$ cat config.mk
export PLATFORM = sky130hd
export DESIGN_NAME = lif_neuron_isi_tracker
export DESIGN_NICKNAME = d
export VERILOG_FILES = /design/src/lif_pkg.sv /design/src/lif_ctrl.sv /design/src/lif_datapath.sv /design/src/lif_neuron_isi_tracker.sv
export VERILOG_INCLUDE_DIRS = /design/src /design/src/src
export SDC_FILE = /design/constraint.sdc
export NUM_CORES = 2
export LEC_CHECK = 0
export BUFFER_PORTS_ARGS = -buffer_cell sky130_fd_sc_hd__buf_4
export CAP_MARGIN = 20
export CORE_MARGIN = 2
export CORE_UTILIZATION = 45
export DETAILED_ROUTE_END_ITERATION = 8
export GPL_TIMING_DRIVEN = 0
export PLACE_DENSITY_LB_ADDON = 0.12
export SLEW_MARGIN = 20
export SYNTH_ARGS = -nofsm -noshare
export SYNTH_HDL_FRONTEND = slang
export SYNTH_SLANG_ARGS = --single-unit
$ cat constraint.sdc
create_clock -name i_clk -period 11.2 [get_ports i_clk]
set_input_delay 1.12 -clock i_clk [delete_from_list [all_inputs] [get_ports i_clk]]
set_output_delay 1.12 -clock i_clk [all_outputs]
set_load 0.03 [all_outputs]
$ cat src/lif_neuron_isi_tracker_macros.svh
// assertion macros for the lif neuron interval tracker
`ifndef LIF_NEURON_ISI_TRACKER_MACROS_SVH
`define LIF_NEURON_ISI_TRACKER_MACROS_SVH

// same-cycle implication, checked on the rising edge of i_clk outside reset
`define LIF_ASSERT_IMP(lbl, ante, cons, msg) \
    lbl: assert property (@(posedge i_clk) disable iff (!i_rst_n) (ante) |-> (cons)) \
        else $error(msg);

// next-cycle implication
`define LIF_ASSERT_NXT(lbl, ante, cons, msg) \
    lbl: assert property (@(posedge i_clk) disable iff (!i_rst_n) (ante) |=> (cons)) \
        else $error(msg);

`endif

$ cat src/lif_pkg.sv
`default_nettype none

package lif_pkg;

    // voltage format: signed, VOLT_FRAC_BITS fraction bits
    localparam int VOLT_FRAC_BITS = 16;
    localparam int CUR_SHIFT      = 28 - VOLT_FRAC_BITS;
    localparam int DT_SHIFT       = 16;

    // widths along the euler step
    localparam int P1_W = 49;                              // gain * current
    localparam int SC_W = P1_W - CUR_SHIFT;                // scaled current
    localparam int D_W  = ((SC_W > 33) ? SC_W : 33) + 2;   // derivative
    localparam int P2_W = D_W + 17;                        // derivative * dt
    localparam int ST_W = P2_W - DT_SHIFT;                 // voltage increment
    localparam int NV_W = ST_W + 1;                        // unsaturated voltage

    localparam logic signed [31:0] V_THRESH = 32'sd1 <<< VOLT_FRAC_BITS;

    // configuration register indexes
    localparam logic [1:0] REG_DRIVE_LEVEL = 2'd0;
    localparam logic [1:0] REG_NOISE_GAIN  = 2'd1;
    localparam logic [1:0] REG_TIME_STEP   = 2'd2;
    localparam logic [1:0] REG_REFRACTORY  = 2'd3;

    localparam logic [15:0] TIME_STEP_RST = 16'd655;

    typedef struct packed {
        logic load;     // input transfer, form gain * current
        logic mul;      // form derivative * dt
        logic update;   // commit neuron state, maybe emit a result
    } t_cmd;

    typedef struct packed {
        logic out_stall;  // result register full and not being taken
    } t_stat;

endpackage

`default_nettype wire

$ cat src/lif_ctrl.sv
`default_nettype none

module lif_ctrl
    import lif_pkg::*;
(
    input  wire logic  i_clk,
    input  wire logic  i_rst_n,
    input  wire logic  i_in_valid,
    output logic       o_in_ready,
    input  wire t_stat i_stat,
    output t_cmd       o_cmd
);

    localparam logic [1:0] S_IDLE = 2'd0;
    localparam logic [1:0] S_MUL  = 2'd1;
    localparam logic [1:0] S_UPD  = 2'd2;

    logic [1:0] r_state;
    logic [1:0] n_state;
    logic       upd_go;

    assign upd_go     = (r_state == S_UPD) && !i_stat.out_stall;
    assign o_in_ready = (r_state == S_IDLE) || upd_go;

    assign o_cmd.load   = i_in_valid && o_in_ready;
    assign o_cmd.mul    = (r_state == S_MUL);
    assign o_cmd.update = upd_go;

    always_comb begin
        n_state = r_state;
        case (r_state)
            S_IDLE: begin
                if (o_cmd.load) n_state = S_MUL;
            end
            S_MUL: begin
                n_state = S_UPD;
            end
            S_UPD: begin
                if (upd_go) n_state = o_cmd.load ? S_MUL : S_IDLE;
            end
            default: begin
                n_state = S_IDLE;
            end
        endcase
    end

    always_ff @(posedge i_clk) begin
        if (!i_rst_n) r_state <= S_IDLE;
        else          r_state <= n_state;
    end

endmodule

`default_nettype wire

$ cat src/lif_datapath.sv
`default_nettype none

module lif_datapath
    import lif_pkg::*;
(
    input  wire logic               i_clk,
    input  wire logic               i_rst_n,
    input  wire logic               i_cfg_we,
    input  wire logic [1:0]         i_cfg_index,
    input  wire logic [31:0]        i_cfg_wdata,
    input  wire logic signed [15:0] i_current_sample,
    input  wire logic               i_last_sample,
    input  wire logic               i_out_ready,
    input  wire t_cmd               i_cmd,
    output t_stat                   o_stat,
    output logic                    o_out_valid,
    output logic [31:0]             o_isi_count
);

    // configuration
    logic signed [31:0] r_drive;
    logic [31:0]        r_gain;
    logic [15:0]        r_dt;
    logic [15:0]        r_refr;

    // neuron state
    logic signed [31:0] r_v;
    logic [31:0]        r_cnt;
    logic [15:0]        r_refl;

    // pipeline registers
    logic signed [SC_W-1:0] r_scaled;
    logic                   r_last;
    logic signed [ST_W-1:0] r_step;
    logic                   r_out_valid;
    logic [31:0]            r_isi;

    logic signed [P1_W-1:0] p1;
    logic signed [D_W-1:0]  deriv;
    logic signed [P2_W-1:0] p2;
    logic signed [NV_W-1:0] nv;
    logic signed [31:0]     nv_sat;
    logic                   ovf;
    logic                   spike;
    logic                   active;

    always_ff @(posedge i_clk) begin
        if (!i_rst_n) begin
            r_drive <= '0;
            r_gain  <= '0;
            r_dt    <= TIME_STEP_RST;
            r_refr  <= '0;
        end else if (i_cfg_we) begin
            case (i_cfg_index)
                REG_DRIVE_LEVEL: r_drive <= $signed(i_cfg_wdata);
                REG_NOISE_GAIN:  r_gain  <= i_cfg_wdata;
                REG_TIME_STEP:   r_dt    <= i_cfg_wdata[15:0];
                REG_REFRACTORY:  r_refr  <= i_cfg_wdata[15:0];
                default: ;
            endcase
        end
    end

    // first multiply straight from the input port, floor by arithmetic shift
    assign p1 = $signed({1'b0, r_gain}) * i_current_sample;

    always_ff @(posedge i_clk) begin
        if (i_cmd.load) begin
            r_scaled <= SC_W'(p1 >>> CUR_SHIFT);
            r_last   <= i_last_sample;
        end
    end

    // -v + drive + scaled, then times dt
    assign deriv = D_W'(r_scaled) + D_W'(r_drive) - D_W'(r_v);
    assign p2    = deriv * $signed({1'b0, r_dt});

    always_ff @(posedge i_clk) begin
        if (i_cmd.mul) r_step <= ST_W'(p2 >>> DT_SHIFT);
    end

    // new voltage, saturated to 32 bits
    assign nv  = NV_W'(r_step) + NV_W'(r_v);
    assign ovf = !((&nv[NV_W-1:31]) || !(|nv[NV_W-1:31]));
    always_comb begin
        if (ovf) nv_sat = nv[NV_W-1] ? 32'sh8000_0000 : 32'sh7fff_ffff;
        else     nv_sat = nv[31:0];
    end

    assign active = (r_refl == '0);
    assign spike  = active && (nv_sat >= V_THRESH);

    always_ff @(posedge i_clk) begin
        if (!i_rst_n) begin
            r_v    <= '0;
            r_cnt  <= '0;
            r_refl <= '0;
        end else if (i_cmd.update) begin
            if (r_last) begin
                r_v    <= '0;
                r_cnt  <= '0;
                r_refl <= '0;
            end else if (!active) begin
                r_refl <= r_refl - 16'd1;
            end else if (spike) begin
                r_v    <= '0;
                r_cnt  <= {16'd0, r_refr};
                r_refl <= r_refr;
            end else begin
                r_v <= nv_sat;
                if (r_cnt != '1) r_cnt <= r_cnt + 32'd1;
            end
        end
    end

    // result register
    always_ff @(posedge i_clk) begin
        if (!i_rst_n)                      r_out_valid <= 1'b0;
        else if (i_cmd.update && spike)    r_out_valid <= 1'b1;
        else if (i_out_ready)              r_out_valid <= 1'b0;
    end

    always_ff @(posedge i_clk) begin
        if (i_cmd.update && spike) r_isi <= r_cnt;
    end

    assign o_stat.out_stall = r_out_valid && !i_out_ready;
    assign o_out_valid      = r_out_valid;
    assign o_isi_count      = r_isi;

endmodule

`default_nettype wire

$ cat src/lif_neuron_isi_tracker.sv
// leaky integrate-and-fire neuron with interspike interval output
// input channel: i_in_valid / o_in_ready carry one current sample and a
//   last-sample flag; output channel: o_out_valid / i_out_ready carry the
//   interval count of a spike, zero or one result per input transfer
// config port: i_cfg_we writes i_cfg_wdata to the register at i_cfg_index
//   (0 drive level, 1 noise gain, 2 time step, 3 refractory samples); the
//   user must write only while the block is idle, which the block does not enforce
// order: the input register loads on the transfer, the step register after
//   it, and the result register with the state update if it spikes
// samples: the first multiply runs on the transfer cycle, the second from
//   the membrane voltage in the next, and the state update overlaps the
//   next transfer, so a new sample is taken before the last one is through;
//   the voltage feedback through the second multiply keeps a sample's multiply after the last update
// stall: the result register holds until taken; while it is full and not
//   taken the update stage waits and accepts no new sample while it waits
// reset: synchronous, active low; clears voltage, counter, refractory
//   count and the output valid, time step returns to 655, other config registers 0
`default_nettype none
`include "lif_neuron_isi_tracker_macros.svh"

module lif_neuron_isi_tracker
    import lif_pkg::*;
(
    input  wire logic               i_clk,
    input  wire logic               i_rst_n,
    // configuration
    input  wire logic               i_cfg_we,
    input  wire logic [1:0]         i_cfg_index,
    input  wire logic [31:0]        i_cfg_wdata,
    // sample input
    input  wire logic               i_in_valid,
    output logic                    o_in_ready,
    input  wire logic signed [15:0] i_current_sample,
    input  wire logic               i_last_sample,
    // interval output
    output logic                    o_out_valid,
    input  wire logic               i_out_ready,
    output logic [31:0]             o_isi_count
);

    t_cmd  cmd;
    t_stat stat;

    // sequencer: idle, second multiply, state update
    lif_ctrl u_ctrl (
        .i_clk      (i_clk),
        .i_rst_n    (i_rst_n),
        .i_in_valid (i_in_valid),
        .o_in_ready (o_in_ready),
        .i_stat     (stat),
        .o_cmd      (cmd)
    );

    // euler step arithmetic, neuron state, config and result registers
    lif_datapath u_dp (
        .i_clk            (i_clk),
        .i_rst_n          (i_rst_n),
        .i_cfg_we         (i_cfg_we),
        .i_cfg_index      (i_cfg_index),
        .i_cfg_wdata      (i_cfg_wdata),
        .i_current_sample (i_current_sample),
        .i_last_sample    (i_last_sample),
        .i_out_ready      (i_out_ready),
        .i_cmd            (cmd),
        .o_stat           (stat),
        .o_out_valid      (o_out_valid),
        .o_isi_count      (o_isi_count)
    );

    // an accepted sample always goes to the second multiply next
    `LIF_ASSERT_NXT(a_load_then_mul, cmd.load, cmd.mul, "load not followed by multiply")
    // the update never overwrites a result still waiting
    `LIF_ASSERT_IMP(a_upd_no_stall, cmd.update, !(o_out_valid && !i_out_ready), "update during stall")
    // a result appears only from a state update
    `LIF_ASSERT_IMP(a_result_src, $rose(o_out_valid), $past(cmd.update), "result without update")
    // no transfer while multiplying
    `LIF_ASSERT_IMP(a_no_load_in_mul, cmd.mul, !o_in_ready, "ready high during multiply")

endmodule

`default_nettype wire

==> qor.yml <==
clock_tree:
  htreeDepth: 2
  cts-buffers-inserted: 35
  worst_skew_pair.late_latency_ns: 0.55
  clockBufferDepth: 3
  worst_setup_hold_path_clk_slew_ns: 0.06
  numClockSinks: 289
  clock_tree_from_tritoncts: "yes"
  cts-root-buf: "sky130_fd_sc_hd__clkbuf_16"
floorplanning:
  core_area_mm2: 0.118
  floorplan.io_pins: 90
  design.die.area_mm2: 0.121
  dieHeight_um: 348
  initial_utilization_pct: 45.2
  fp-row-count: 126
  fp.dieW_um: 348
timing:
  final_max_slew_viol_count: 0
  setup_total_negative_slack_ns: 0
  clock-skew-final_ns: 0.0191
  final.period_utilization_pct: 96.6
  clock.fmax_mhz: 92.4
  worst_slew_pin_slew_ns: 1.17
  report.final.setup_viol: 0
  timing.final.crit_period_ns: 10.82
  report.final.hold_viol_count: 0
  rsz_0062_raised_after_global_routing: "false"
  headroom_to_the_max_slew_limit_pct: 22.1
route:
  via_per_inst: 5.36
  post-route-drc-count: 0
  drtAntennaViolNets: 0
  drt-wirelength-per-cell_um: 21.9
  detailroute.via_count: 41291
  drtIter0Drc: 3215
  wl_mm: 169
  firstDrtPassIters: 5
outcome:
  outcome: "complete, no violations"
setup_path:
  crit_path_frequent_cell: "sky130_fd_sc_hd__fa_1"
  worstPathMaxFanout: 8
  worstPathArrival_ns: 11.09
  critical_path_end_type: "flip-flop"
  worstReg2RegStart: "u_dp.r_scaled[1]"
  slowest_delay_ns: 0.58
  cp_data_required_time_ns: 11.47
  critical-path-slowest-cell: "sky130_fd_sc_hd__fa_1"
  path_class: "reg -> reg"
  reg2reg_depth: 40
  cp-start-kind: "flip-flop"
  rr_endpoint: "u_dp.r_step[35]"
  reg2reg_slack_ns: 0.38
layout:
  drive_gt1_share_pct: 5.04
  layout-area-overhead-vs-synth_pct: 8.44
  fillCellCount: 11499
  postLayoutCellArea_mm2: 0.0577
  multi_input_gate_area_in_the_final_layout_mm2: 0.0410
  layout.area.seq_mm2: 0.00689
  finalNetCount: 7594
global_route:
  grt-ovfl-total: 0
  grt_antenna_before_repair: 7
  grt_start_max_net_pins: 33
  grt_pass1_wl_mm: 261
  grtUsageTotal_pct: 28.5
  grt_pass1_vias: 43155
synth:
  synth_enable_flop_cells: 110
  proportion_of_netlist_area_held_by_the_largest_area_contributor_pct: 39.0
  synthTopCellsByArea: "sky130_fd_sc_hd__fa_1 39%, sky130_fd_sc_hd__inv_1 8.7%, sky130_fd_sc_hd__ha_1 8.5%"
  postSynthNetCount: 7451
  yosysSeqAreaShare_pct: 12.9
  synth_ff_type: "sky130_fd_sc_hd__dfxtp_1"
  yosys_register_bits: 289
  mappedNetlistArea_mm2: 0.0532
  yosysWarningCount: 0
  synth_cell_types: 89
  yosys-top-cells-count: "1237 x sky130_fd_sc_hd__inv_1, 1035 x sky130_fd_sc_hd__fa_1, 988 x sky130_fd_sc_hd__nand2_1"
  syn_avg_cell_area_um2: 8.87
  postSynthCellCount: 5998
  synth_area_leader_cell: "sky130_fd_sc_hd__fa_1"
  synthMostInstantiatedCell: "sky130_fd_sc_hd__inv_1"
  synthArstFlopShare_pct: 0
min_path:
  hold_path.startpoint: "u_dp.r_drive[3]"
  whs_path_depth: 2
  tightest_hold_check_type: "reg -> reg"
  timing.hold.worst_endpoint: "u_dp.r_drive[3]"
place:
  place_congestion: 0.960
  portBuffers: 89
  placedInstanceArea_mm2: 0.0560
  hpwlAfterDp_mm: 142
run:
  max_cap_violations: 0
==> final cells by class <==
cell class,instances,area share (%)
Inverter,1238,8.06
Clock inverter,20,0.356
Clock buffer,43,1.64
Multi-Input combinational cell,4194,71.1
Buffer,269,1.91
Sequential cell,289,11.9
Timing Repair Buffer,114,1.63
Antenna cell,3,0.0130
Tap cell,1536,3.33
==> how the worst max path moves through the flow <==
stage                       from         endpoint  slack, ns  cells past startpoint
2_1_floorplan   u_dp.r_scaled[1]  u_dp.r_step[39]       1.46                     37
3_3_place_gp    u_dp.r_scaled[9]  u_dp.r_step[31]      -1.76                     39
3_5_place_dp    u_dp.r_scaled[1]  u_dp.r_step[39]      -1.46                     38
4_1_cts         u_dp.r_scaled[9]  u_dp.r_step[39]     0.0004                     40
5_1_grt        u_dp.r_scaled[10]  u_dp.r_step[29]       0.01                     36
6_report        u_dp.r_scaled[1]  u_dp.r_step[35]       0.38                     40
==> metrics by stage <==
stage | utilization (%) | hold slack, ns | instances | setup slack (ns)
2_1_floorplan | - | 0.424 | 5998 | 1.46
3_3_place_gp | 47.4 | 0.443 | 7623 | -1.76
3_5_place_dp | 47.6 | 0.447 | 7629 | -1.46
4_1_cts | 48.8 | 0.455 | 7696 | 0.000398
5_1_grt | 49.0 | 0.477 | 7703 | 0.0134
6_report | 49.0 | 0.456 | 7706 | 0.381
==> what timing repair did <==
| item | 4_1_cts | 5_1_grt |
|---|---|---|
| gates resized for setup | 51 | 41 |
| buffers inserted | 6 | 13 |
| cloned | 0 | 0 |
| hold buffers | 0 | 0 |
| endpoints found under the hold margin | 0 | 0 |
| setup endpoints to repair | 24 | 16 |
| pin swaps | 8 | 19 |
==> cells in the final DEF, fill, tap and decap left out, types with 29 or more instances in the layout <==
cell	n
sky130_fd_sc_hd__dfxtp_1	179
sky130_fd_sc_hd__and3_1	30
sky130_fd_sc_hd__nand2_1	987
sky130_fd_sc_hd__xnor2_1	92
sky130_fd_sc_hd__and2_1	431
sky130_fd_sc_hd__edfxtp_1	110
sky130_fd_sc_hd__ha_1	360
sky130_fd_sc_hd__nor3_1	54
sky130_fd_sc_hd__o21a_1	29
sky130_fd_sc_hd__buf_4	109
sky130_fd_sc_hd__clkbuf_16	36
sky130_fd_sc_hd__mux2i_1	32
sky130_fd_sc_hd__nand3_1	76
sky130_fd_sc_hd__fa_1	1032
sky130_fd_sc_hd__nand2b_1	57
sky130_fd_sc_hd__a21oi_1	221
sky130_fd_sc_hd__clkbuf_1	238
sky130_fd_sc_hd__nand4_1	32
sky130_fd_sc_hd__o21ai_0	69
sky130_fd_sc_hd__a22o_1	35
sky130_fd_sc_hd__nor2_1	170
sky130_fd_sc_hd__a21o_1	50
sky130_fd_sc_hd__xor2_1	37
sky130_fd_sc_hd__inv_1	1237
==> kinds of logic after synthesis <==
logic type / Yosys count / synth area share [%]
AND/OR/NAND/NOR: 1951 / 17.4
flip-flops: 289 / 12.9
adder cells (fa/ha/maj): 1397 / 47.5
buffers and inverters: 1515 / 10.8
AO/OA/AOI/OAI: 655 / 8.18
multiplexers: 38 / 0.727
XOR/XNOR: 153 / 2.52
==> registers in the layout (all words and copies together) (netlist names) <==
signal and cells:
u_ctrl.r_state 2, u_dp.o_isi_count 32, u_dp.o_out_valid 1, u_dp.r_cnt 32, u_dp.r_drive 32, u_dp.r_dt 16, u_dp.r_gain 32, u_dp.r_last 1
u_dp.r_refl 16, u_dp.r_refr 16, u_dp.r_scaled 37, u_dp.r_step 40, u_dp.r_v 32
==> routing by layer <==
metal  up-vias  GRT usage, %  share of wire, %
met3       309          3.63               6.4
met5         -             0             0.020
met1     20925          37.7                42
li1      18678             -                 -
met4         6          13.4               5.9
met2      1373          46.5                46
==> worst max-delay path: cells and delay by family, from the launching register on <==
kind                       cells  cell delay, ns
xor gates and xnor gates       1            0.26
and+or+nand+nor                3            0.47
adders and majority gates      9            4.28
DFF                            1            0.48
AOI/OAI and AO/OA             18            3.88
buffers and inverters          9            1.12
Power is not shown: default switching activity piles up to over one toggle a cycle in this logic, so the estimate is an artifact.
